==> config.mk <==
export PLATFORM = sky130hd
export DESIGN_NAME = shadow_atlas_tile_allocator
export DESIGN_NICKNAME = d
export VERILOG_FILES = /design/src/hw/rtl/satl_pkg.sv /design/src/hw/rtl/satl_ctrl.sv /design/src/hw/rtl/satl_datapath.sv /design/src/hw/rtl/shadow_atlas_tile_allocator.sv
export SDC_FILE = /design/constraint.sdc
export NUM_CORES = 1
export LEC_CHECK = 0
export BUFFER_PORTS_ARGS = -buffer_cell sky130_fd_sc_hd__buf_2
export CAP_MARGIN = 30
export CORE_UTILIZATION = 30
export CTS_CLUSTER_DIAMETER = 60
export DETAILED_ROUTE_END_ITERATION = 7
export HOLD_SLACK_MARGIN = 0.15
export SLEW_MARGIN = 40
export SYNTH_ARGS = -nofsm -noshare
export SYNTH_HDL_FRONTEND = slang
export SYNTH_SLANG_ARGS = --single-unit
==> constraint.sdc <==
create_clock -name clk -period 7.2 [get_ports clk]
set_input_delay 1.08 -clock clk [delete_from_list [all_inputs] [get_ports clk]]
set_output_delay 1.08 -clock clk [all_outputs]
set_load 0.01 [all_outputs]
==> src/hw/rtl/satl_pkg.sv <==
// Package for the shadow atlas tile allocator.
// Holds command and status codes, field widths and the controller/datapath structs.
// No dependencies.
`default_nettype none

package satl_pkg;

  localparam int CMD_W      = 2;
  localparam int LIGHT_ID_W = 32;
  localparam int STATUS_W   = 2;
  localparam int SLOT_W     = 4;
  localparam int TILE_X_W   = 14;
  localparam int TILE_Y_W   = 14;
  localparam int EXT_W      = 10;
  localparam int ATLAS_W    = 15;

  localparam int TILE_PAD = 2;

  localparam logic [ATLAS_W-1:0] ATLAS_RESET = 15'd4096;

  localparam logic [CMD_W-1:0] CMD_GET = 2'd0;
  localparam logic [CMD_W-1:0] CMD_REL = 2'd1;
  localparam logic [CMD_W-1:0] CMD_CLR = 2'd2;

  localparam logic [STATUS_W-1:0] ST_FOUND = 2'd0;
  localparam logic [STATUS_W-1:0] ST_NEW   = 2'd1;
  localparam logic [STATUS_W-1:0] ST_FULL  = 2'd2;
  localparam logic [STATUS_W-1:0] ST_DONE  = 2'd3;

  // Commands from the controller to the datapath.
  typedef struct packed {
    logic start;    // capture a new item and restart the scan
    logic scan_en;  // advance the table scan by one entry
    logic finish;   // apply the final table update and load the result
  } satl_cmd_t;

  // Status from the datapath to the controller.
  typedef struct packed {
    logic scan_done;  // every used entry has been compared
    logic hit;        // lookup matched the entry being compared
    logic out_free;   // result register can take a new result this cycle
  } satl_stat_t;

endpackage

`default_nettype wire

==> src/hw/rtl/satl_ctrl.sv <==
// Controller state machine of the shadow atlas tile allocator.
// Depends on satl_pkg for the command and status structs and command codes.
`default_nettype none

module satl_ctrl (
  input  wire logic                           clk,
  input  wire logic                           rst,
  input  wire logic                           in_valid,
  input  wire logic [satl_pkg::CMD_W-1:0]     cmd,
  output logic                                in_stall,
  input  wire satl_pkg::satl_stat_t           sts,
  output satl_pkg::satl_cmd_t                 ctl
);
  import satl_pkg::*;

  localparam logic [1:0] S_IDLE   = 2'd0;
  localparam logic [1:0] S_SCAN   = 2'd1;
  localparam logic [1:0] S_FINISH = 2'd2;

  logic [1:0] state;
  logic [1:0] state_next;

  always_ff @(posedge clk) begin
    if (rst) begin
      state <= S_IDLE;
    end else begin
      state <= state_next;
    end
  end

  always_comb begin
    state_next  = state;
    ctl         = '0;
    in_stall    = 1'b1;
    case (state)
      S_IDLE: begin
        in_stall = 1'b0;
        if (in_valid) begin
          ctl.start = 1'b1;
          // Only lookups and releases need to walk the table.
          if (cmd inside {CMD_GET, CMD_REL}) begin
            state_next = S_SCAN;
          end else begin
            state_next = S_FINISH;
          end
        end
      end
      S_SCAN: begin
        ctl.scan_en = 1'b1;
        if (sts.hit || sts.scan_done) begin
          state_next = S_FINISH;
        end
      end
      S_FINISH: begin
        ctl.finish = 1'b1;
        if (sts.out_free) begin
          state_next = S_IDLE;
        end
      end
      default: begin
        state_next = S_IDLE;
      end
    endcase
  end

endmodule

`default_nettype wire

==> src/hw/rtl/satl_datapath.sv <==
// Datapath of the shadow atlas tile allocator: key memory, scan pipeline,
// tile position walker and result register. Depends on satl_pkg.
`default_nettype none

module satl_datapath #(
  parameter int MAX_ENTRIES = 16,
  parameter int KEY_BITS    = 32,
  parameter int TILE_SIZE   = 1024
) (
  input  wire logic                               clk,
  input  wire logic                               rst,
  input  wire satl_pkg::satl_cmd_t                ctl,
  output satl_pkg::satl_stat_t                    sts,
  input  wire logic [satl_pkg::CMD_W-1:0]         cmd,
  input  wire logic [satl_pkg::LIGHT_ID_W-1:0]    light_id,
  input  wire logic [satl_pkg::ATLAS_W-1:0]       atlas_width,
  input  wire logic                               out_stall,
  output logic                                    out_valid,
  output logic [satl_pkg::STATUS_W-1:0]           status,
  output logic [satl_pkg::SLOT_W-1:0]             slot,
  output logic [satl_pkg::TILE_X_W-1:0]           tile_x,
  output logic [satl_pkg::TILE_Y_W-1:0]           tile_y,
  output logic [satl_pkg::EXT_W-1:0]              tile_extent
);
  import satl_pkg::*;

  localparam int IW = (MAX_ENTRIES > 1) ? $clog2(MAX_ENTRIES) : 1;
  localparam int CW = $clog2(MAX_ENTRIES + 1);
  localparam int KW = (KEY_BITS < LIGHT_ID_W) ? KEY_BITS : LIGHT_ID_W;
  localparam int XW = 17;

  localparam logic [CW-1:0]       MAX_CNT = CW'(MAX_ENTRIES);
  localparam logic [XW-1:0]       STEP_X  = XW'(TILE_SIZE);
  localparam logic [TILE_Y_W-1:0] STEP_Y  = TILE_Y_W'(TILE_SIZE);
  localparam logic [TILE_X_W-1:0] PAD_X   = TILE_X_W'(TILE_PAD);
  localparam logic [TILE_Y_W-1:0] PAD_Y   = TILE_Y_W'(TILE_PAD);
  localparam logic [EXT_W-1:0]    EXTENT  = EXT_W'(TILE_SIZE - 2 * TILE_PAD);

  logic [KW-1:0]       mem [MAX_ENTRIES];
  logic [KW-1:0]       rd_data;
  logic [CMD_W-1:0]    cmd_q;
  logic [KW-1:0]       key_q;
  logic [CW-1:0]       count;
  logic [CW-1:0]       ridx;
  logic [IW-1:0]       cidx;
  logic                cvalid;
  logic [CW-1:0]       wptr;
  logic                found;
  logic [IW-1:0]       found_idx;
  logic [XW-1:0]       col_x;
  logic [TILE_Y_W-1:0] row_y;

  logic                mem_we;
  logic [IW-1:0]       mem_waddr;
  logic [KW-1:0]       mem_wdata;
  logic                rd_en;
  logic                match;
  logic                hit;
  logic                walk;
  logic                fin_go;
  logic [XW-1:0]       nx;
  logic                wrap;

  logic [CW-1:0]       count_next;
  logic [STATUS_W-1:0] status_next;
  logic [IW-1:0]       slot_idx;
  logic                tile_en;
  logic [IW+3:0]       slot_ext;

  assign match  = (rd_data == key_q);
  assign hit    = cvalid && (cmd_q == CMD_GET) && match;
  assign rd_en  = ctl.scan_en && (ridx < count);
  assign walk   = ctl.scan_en && cvalid && (cmd_q == CMD_GET) && !match;
  assign fin_go = ctl.finish && sts.out_free;

  assign sts.scan_done = !(ridx < count) && !cvalid;
  assign sts.hit       = hit;
  assign sts.out_free  = !out_valid || !out_stall;

  // Next tile to the right, or the start of the next row when it would not fit.
  assign nx   = col_x + STEP_X;
  assign wrap = (nx + STEP_X) > XW'(atlas_width);

  // One write port: compaction during a release scan, append at the end of a lookup.
  always_comb begin
    mem_we    = 1'b0;
    mem_waddr = wptr[IW-1:0];
    mem_wdata = rd_data;
    if (ctl.scan_en && cvalid && (cmd_q == CMD_REL) && !match) begin
      mem_we = 1'b1;
    end else if (fin_go && (cmd_q == CMD_GET) && !found && (count < MAX_CNT)) begin
      mem_we    = 1'b1;
      mem_waddr = count[IW-1:0];
      mem_wdata = key_q;
    end
  end

  always_ff @(posedge clk) begin
    if (mem_we) begin
      mem[mem_waddr] <= mem_wdata;
    end
    if (rd_en) begin
      rd_data <= mem[ridx[IW-1:0]];
    end
  end

  // Final table update and result selection.
  always_comb begin
    count_next  = count;
    status_next = ST_DONE;
    slot_idx    = '0;
    tile_en     = 1'b0;
    case (cmd_q)
      CMD_GET: begin
        if (found) begin
          status_next = ST_FOUND;
          slot_idx    = found_idx;
          tile_en     = 1'b1;
        end else if (count >= MAX_CNT) begin
          status_next = ST_FULL;
        end else begin
          status_next = ST_NEW;
          slot_idx    = count[IW-1:0];
          tile_en     = 1'b1;
          count_next  = count + CW'(1);
        end
      end
      CMD_REL: begin
        count_next = wptr;
      end
      CMD_CLR: begin
        count_next = '0;
      end
      default: begin
        count_next = count;
      end
    endcase
  end

  assign slot_ext = {4'b0000, slot_idx};

  always_ff @(posedge clk) begin
    if (rst) begin
      count     <= '0;
      cvalid    <= 1'b0;
      out_valid <= 1'b0;
    end else begin
      if (ctl.start) begin
        cvalid <= 1'b0;
      end else if (ctl.scan_en) begin
        cvalid <= rd_en;
      end
      if (fin_go) begin
        count     <= count_next;
        out_valid <= 1'b1;
      end else if (!out_stall) begin
        out_valid <= 1'b0;
      end
    end
  end

  always_ff @(posedge clk) begin
    if (ctl.start) begin
      cmd_q <= cmd;
      key_q <= light_id[KW-1:0];
      ridx  <= '0;
      wptr  <= '0;
      found <= 1'b0;
      col_x <= '0;
      row_y <= '0;
    end else if (ctl.scan_en) begin
      if (rd_en) begin
        ridx <= ridx + CW'(1);
        cidx <= ridx[IW-1:0];
      end
      if (hit) begin
        found     <= 1'b1;
        found_idx <= cidx;
      end
      if (ctl.scan_en && cvalid && (cmd_q == CMD_REL) && !match) begin
        wptr <= wptr + CW'(1);
      end
      if (walk) begin
        if (wrap) begin
          col_x <= '0;
          row_y <= row_y + STEP_Y;
        end else begin
          col_x <= nx;
        end
      end
    end
  end

  always_ff @(posedge clk) begin
    if (fin_go) begin
      status <= status_next;
      slot   <= slot_ext[SLOT_W-1:0];
      if (tile_en) begin
        tile_x      <= col_x[TILE_X_W-1:0] + PAD_X;
        tile_y      <= row_y + PAD_Y;
        tile_extent <= EXTENT;
      end else begin
        tile_x      <= '0;
        tile_y      <= '0;
        tile_extent <= '0;
      end
    end
  end

endmodule

`default_nettype wire

==> src/hw/rtl/shadow_atlas_tile_allocator.sv <==
// Shadow atlas tile allocator: top level with the atlas width register.
// Depends on satl_pkg, satl_ctrl and satl_datapath.
//
// Usage: each transfer on the input channel (cmd, light_id) produces exactly one
// transfer on the output channel (status, slot, tile_x, tile_y, tile_extent).
// A lookup returns the slot of a stored key, or appends the key and returns its
// new slot, or reports a full table. A release removes every copy of the key and
// closes the gaps in order; a clear empties the table. Found and newly allocated
// slots come with the padded tile position in the atlas.
// Timing: one item is handled at a time. A lookup or release scans the used
// entries one per cycle through the key memory read port; a lookup that hits
// stops early, and a clear skips the scan. The tile position is stepped
// alongside the scan rather than in a step of its own. The result sits in an
// output register; the next input can be taken while it waits, but if the
// receiver stalls the block holds its finished work and stops accepting until
// the previous result has been transferred. Reset empties the table and sets
// the atlas width to 4096. The width register is written through cfg_wr_en
// and cfg_wr_data, only while the block is idle; the user must ensure this,
// as the block itself does not enforce it.
`default_nettype none

module shadow_atlas_tile_allocator #(
  parameter int MAX_ENTRIES = 16,
  parameter int KEY_BITS    = 32,
  parameter int TILE_SIZE   = 1024
) (
  input  wire logic                               clk,
  input  wire logic                               rst,
  input  wire logic                               cfg_wr_en,
  input  wire logic [satl_pkg::ATLAS_W-1:0]       cfg_wr_data,
  input  wire logic                               in_valid,
  output logic                                    in_stall,
  input  wire logic [satl_pkg::CMD_W-1:0]         cmd,
  input  wire logic [satl_pkg::LIGHT_ID_W-1:0]    light_id,
  output logic                                    out_valid,
  input  wire logic                               out_stall,
  output logic [satl_pkg::STATUS_W-1:0]           status,
  output logic [satl_pkg::SLOT_W-1:0]             slot,
  output logic [satl_pkg::TILE_X_W-1:0]           tile_x,
  output logic [satl_pkg::TILE_Y_W-1:0]           tile_y,
  output logic [satl_pkg::EXT_W-1:0]              tile_extent
);
  import satl_pkg::*;

  // Atlas width in pixels; the number of tile columns follows from it.
  logic [ATLAS_W-1:0] atlas_width;

  satl_cmd_t  ctl;
  satl_stat_t sts;

  always_ff @(posedge clk) begin
    if (rst) begin
      atlas_width <= ATLAS_RESET;
    end else if (cfg_wr_en) begin
      atlas_width <= cfg_wr_data;
    end
  end

  // The controller sequences start, scan and finish for each item.
  satl_ctrl u_ctrl (
    .clk      (clk),
    .rst      (rst),
    .in_valid (in_valid),
    .cmd      (cmd),
    .in_stall (in_stall),
    .sts      (sts),
    .ctl      (ctl)
  );

  // The datapath holds the key table, the scan pipeline and the result register.
  satl_datapath #(
    .MAX_ENTRIES (MAX_ENTRIES),
    .KEY_BITS    (KEY_BITS),
    .TILE_SIZE   (TILE_SIZE)
  ) u_datapath (
    .clk         (clk),
    .rst         (rst),
    .ctl         (ctl),
    .sts         (sts),
    .cmd         (cmd),
    .light_id    (light_id),
    .atlas_width (atlas_width),
    .out_stall   (out_stall),
    .out_valid   (out_valid),
    .status      (status),
    .slot        (slot),
    .tile_x      (tile_x),
    .tile_y      (tile_y),
    .tile_extent (tile_extent)
  );

endmodule

`default_nettype wire

* After elaboration in Yosys (flattened, before gate mapping)
Memories as Yosys holds them, arrays and structs flattened. A register that Yosys moved wholly into a read port is not among the register bits. Cells that the tools add are included.
Storage, ports and cells: register bits after elaboration 152, RAM bits 512, bits of input ports 54, output and inout port bits 46, word-level logic and storage cells 113, memories 1
Operators by class: add/sub/neg operators 8, order comparisons 4, eq/ne operators 12, muxes and demuxes 32, bitwise gates (word level) 1, reduce and logical (&&, ||, !) cells 36
Memories:
- u_datapath.mem | words 16, bits a word 32, rd ports 1, clocked after memory_dff 1, write ports 1, RTL line satl_datapath.sv:39 | logic [KW-1:0] mem [MAX_ENTRIES];
Operators by type and width (number):
- two-way mux 32 bit | 2
- adder 17 x 11 -> 17 bit (second input constant) | 2
- equality test 32 bit | 1
- adder 14 x 2 -> 14 bit (second input constant) | 2
- > comparator 17 x 15 -> 1 bit | 1
- two-way mux 17 bit | 1
- two-way mux 4 bit | 4
- adder 5 x 1 -> 5 bit (second input constant) | 3
- case mux 5 bit (3 select lines) | 1
- adder 14 x 11 -> 14 bit (second input constant) | 1
- two-way mux 1 bit | 14
- logical AND 1 bit | 13
- two-way mux 2 bit | 6
- AND reduction 3 bit | 4
- two-way mux 10 bit | 1
- two-way mux 5 bit | 2
- AND reduction 2 bit | 4
- equality test 2 x 1 -> 1 bit (second input constant) | 3
- zero test 1 bit | 6
- zero test 2 bit | 3
- inequality test 2 x 1 -> 1 bit (second input constant) | 3
- inequality test 2 bit (second input constant) | 3
- case mux 2 bit (3 select lines) | 1
- >= comparator 5 bit (second input constant) | 1
- other kinds (9) | 11

* Logic depth before layout (Yosys ltp)
word-level depth 10, gate-level depth with buffers 12, mapped depth without buffers 12

* By module
From an unflattened synthesis, not the netlist that was laid out.
Second synthesis, totals: cell total of the unflattened synthesis 1320, area, all modules 26060.0 sq um
Modules (own cells, without submodules):
- satl_datapath | times used 1, cells an instance 1256, area an instance 25389.4 sq um, seq. area each 18657.9 sq um
- shadow_atlas_tile_allocator | times used 1, cells an instance 48, area an instance 543.0 sq um, seq. area each 300.3 sq um
- satl_ctrl | times used 1, cells an instance 16, area an instance 127.6 sq um, seq. area each 40.0 sq um

* Worst setup path after synthesis
OpenSTA, ideal clock, no wires.
path type input port to flip-flop, start point input out_stall, end point memory u_datapath.mem[14][0] (netlist bit) (enable), setup time 0.421 ns, data arrival time 4.268 ns, data required time 6.779 ns, path slack 2.511 ns, stages 6, path buffers 1, path through a21oi_1 > nand3_1 > clkbuf_1 > nor3_1 > a31oi_1 > nor2_1
Between the ends: word-level cells in the longest chain between the ends 10, elaborated cells between the ends (all ways) 12, classes of those cells 6 x mux; 6 x reduce/logical
RTL lines:
- start: declaration | RTL line shadow_atlas_tile_allocator.sv:36 | input wire logic out_stall,
- zero test 1 bit (*) | RTL line satl_datapath.sv:78 | assign sts.out_free = !out_valid || !out_stall;
- logical OR 1 bit (*) | RTL line satl_datapath.sv:78
- logical AND 1 bit (*) | RTL line satl_datapath.sv:74 | assign fin_go = ctl.finish && sts.out_free;
- logical AND 1 bit (*) (3 in series) | RTL line satl_datapath.sv:91 | end else if (fin_go && (cmd_q == CMD_GET) && !found && (count < MAX_CNT)) begin
- two-way mux 1 bit | RTL line satl_datapath.sv:91
- two-way mux 1 bit | RTL line satl_datapath.sv:89 | if (ctl.scan_en && cvalid && (cmd_q == CMD_REL) && !match) begin
- two-way mux 1 bit | RTL line satl_datapath.sv:99 | if (mem_we) begin
- two-way mux 1 bit (not written as such) | RTL line satl_datapath.sv:100 | mem[mem_waddr] <= mem_wdata;
- end: declaration | RTL line satl_datapath.sv:39
Every way passes the cells marked *; elsewhere a longest branch is shown, timed or not.

* Final worst setup path
start point register u_datapath.key_q[1], end point memory u_datapath.mem[0][31] (netlist bit) (enable)
Between the ends: word-level cells in the longest chain between the ends 6, elaborated cells between the ends (all ways) 7, classes of those cells 1 x eq/ne; 4 x mux; 2 x reduce/logical
RTL lines:
- start: declaration | RTL line satl_datapath.sv:42 | logic [KW-1:0] key_q;
- start signal: assignment | RTL line satl_datapath.sv:165 | key_q <= light_id[KW-1:0];
- equality test 32 bit (*) | RTL line satl_datapath.sv:70 | assign match = (rd_data == key_q);
- zero test 1 bit (*) | RTL line satl_datapath.sv:89
- logical AND 1 bit (*) | RTL line satl_datapath.sv:89
- two-way mux 1 bit | RTL line satl_datapath.sv:89
- two-way mux 1 bit | RTL line satl_datapath.sv:99
- two-way mux 1 bit (not written as such) | RTL line satl_datapath.sv:100
Marked as above.

==> impl_metrics.ini <==
[status]
status = finished, final reports clean

[floorplanning]
design.die.area_sq_um = 86400
start_util = 0.304
std_cell_rows = 106
ios = 100
core_area_sq_um = 84000
die_height_um = 294
die_w_um = 294

[route]
drtPass1Iterations = 5
drtIter0Drc = 1132
via_per_inst = 4.78
ant_nets = 0
route.detailed.drc = 0
wl_per_cell_um = 21.4
drt_wl_total_mm = 54.8
vias = 12230

[grt]
overflow = 0
grt_max_degree = 61
grt_pass1_wl_mm = 82.1
grt_pass1_vias = 12595
antenna_found_initial = 0
grt.total_usage = 0.128

[worst_setup_path]
critPathArrivalTime_ns = 3.90
endpoint_kind = flip-flop
critical_path_class = reg -> reg
critPathLaunchType = flip-flop
critical_path_required_ns = 7.52
crit_fanout = 17
rrSetupSlack_ns = 3.62
path_cells = xnor2_1 -> nand4_1 -> nor4_4 -> a21oi_1 -> a32oi_1 -> clkbuf_2 -> nor2_4 -> buf_4
max_stage_delay_ns = 0.62
slowest_stage = nor4_4

[sta]
fmax_mhz = 279
setup_viol = 0
final-max-slew-violation-count = 0
whs_ns = 0.417
finalHoldViolCount = 0
fin_setup_tns_ns = 0
worstMarginPinSlew_ns = 0.755
finalCriticalPeriod_ns = 3.58
fin_crit_sh = 0.497
max_slew_margin = 0.496
finClkSkew_ns = 0.0359
rsz0062_at_grt = no
fin_ws_ns = 3.62

[synthesis]
yosys.cell_types.count = 58
ys_seq_area_frac = 0.743
synth_edf_count = 602
syn_area_sq_um = 25600
avgSynthCellArea_sq_um = 20.3
ys_ff_latch = 648
yosys_warnings = 0
synth_top_area_cell = edfxtp_1
async_flop_share = 0
synthCells = 1258
synth-main-ff-cell = edfxtp_1
synth_top_area_frac = 0.707
synth_area_leaders = edfxtp_1 (71%), mux4_2 (14%), dfxtp_1 (3.6%)

[clock_tree]
cts_tree = built
cts_hold_buf = 0
clock-sinks = 648
h-tree-depth = 3
cts_resized = 0
clk_path_buf_depth = 3
clock_latency_ns = 0.63
post_cts_buffers = 0
clk_pin_slew_ns = 0.06
cts_buffers = 68
cts_root_buf = clkbuf_16

[final_layout]
final_cell_mix = edfxtp_1 (602), mux4_2 (160), buf_2 (80)
multi_input_area_sq_um = 6250
design_area_sq_um = 29700
antenna_cells = 0
fillCellCount = 7740
area_delta_synth_final_pct = 16.2
nets = 1440
layout.cells.most_common = edfxtp_1
drive_gt1_frac = 0.301
ff_latch_area_sq_um = 19000

[place]
dpl_cell_area_sq_um = 27400
port_buffers = 79
gp_congestion = 0.773
dp_hpwl_mm = 32.4
pre_cts_slack_ns = 3.14

[power]
ir_worst_vdd_v = 0.000152
powerDensity_nw_per_um2 = 272
cellLeakagePower_uw = 0.00916

[flow_run]
drv_cap = 0

[min_path]
hold_class = reg -> reg
## cells by family after synthesis
family          after synthesis  share of synthesized area
fa+ha+maj                    17                    0.00832
flops                       648                      0.743
xor+xnor                     42                     0.0144
other cells                   1                   0.000147
simple gates                146                     0.0272
mux                         214                      0.164
buf+inv                     111                     0.0213
compound gates               79                     0.0217
## worst paths after layout
| path | startpoint | to | depth (start not counted) |
|---|---|---|---|
| max | u_datapath.key_q[1] | u_datapath.mem[0][31] | 8 |
| min | u_datapath.cidx[0] | u_datapath.found_idx[0] | 0 |
| max reg2reg | u_datapath.key_q[1] | u_datapath.mem[0][31] | 8 |
| min reg2reg | u_datapath.cidx[0] | u_datapath.found_idx[0] | 0 |
## cells in the mapped netlist, types with 2 or more instances
library cell,number
nand2b_1,4
a21o_1,5
nand3_1,10
xnor2_1,40
o31ai_1,2
and2_1,6
buf_4,30
inv_1,26
xor2_1,2
or3_1,2
and3_1,5
clkbuf_1,38
a221oi_1,2
dfxtp_1,46
nor2_1,55
o21ai_0,10
nor2b_1,6
edfxtp_1,602
nor4b_1,2
o21a_1,3
nor3_1,6
nor4_1,4
ha_1,17
o211ai_1,4
mux2i_1,22
o21ai_1,2
a32oi_1,2
a22oi_1,5
a211oi_1,2
nand2_1,29
a31oi_1,9
buf_2,13
nand4_1,13
a21oi_1,17
mux4_2,160
mux2_2,32
buf_1,4
## where the power goes
group          switching, uW  internal (uW)  leakage, uW
clock                   1460           2050      0.00110
sequential              39.8           4150      0.00582
combinational            209            161      0.00224
total                   1710           6360      0.00916
## layer usage
layer	wire length [um]	GRT usage	vias to the layer above
li1	-	-	5322
met1	25100	0.181	6450
met2	25600	0.201	388
met3	2910	0.0230	70
met4	1210	0.0410	0
met5	0	0	-
## through the flow
stage,power (uW),util,instances
CTS,8160,0.353,2558
global route,8330,0.354,2559
global placement,4630,0.326,2430
floorplan,4530,-,1277
finish,8070,0.354,2559
detailed placement,4640,0.326,2432
## critical path, delay by kind of cell (launching register included)
kind / cells / cell delay, ns
AOI/OAI and AO/OA: 2 / 0.90
xor gates and xnor gates: 1 / 0.37
buffers and inverters: 2 / 0.59
DFF: 1 / 0.41
and+or+nand+nor: 3 / 0.97
## sequential cells by signal, indices dropped and copies added, names as in the netlist, 5 cells and up
register	count
u_datapath.rd_data	32
u_datapath.mem	512
atlas_width	15
u_datapath.tile_x	5
u_datapath.count	5
u_datapath.wptr	5
u_datapath.col_x	7
u_datapath.key_q	32
u_datapath.ridx	5
## layout make-up
| type | count | share of cell area |
|---|---|---|
| Sequential cell | 648 | 0.640 |
| Multi-Input combinational cell | 518 | 0.211 |
| Clock buffer | 80 | 0.0603 |
| Tap cell | 1134 | 0.0478 |
| Timing Repair Buffer | 107 | 0.0217 |
| Clock inverter | 46 | 0.0161 |
| Inverter | 26 | 0.00329 |
No activity file was read; power rests on OpenSTA's default activity.
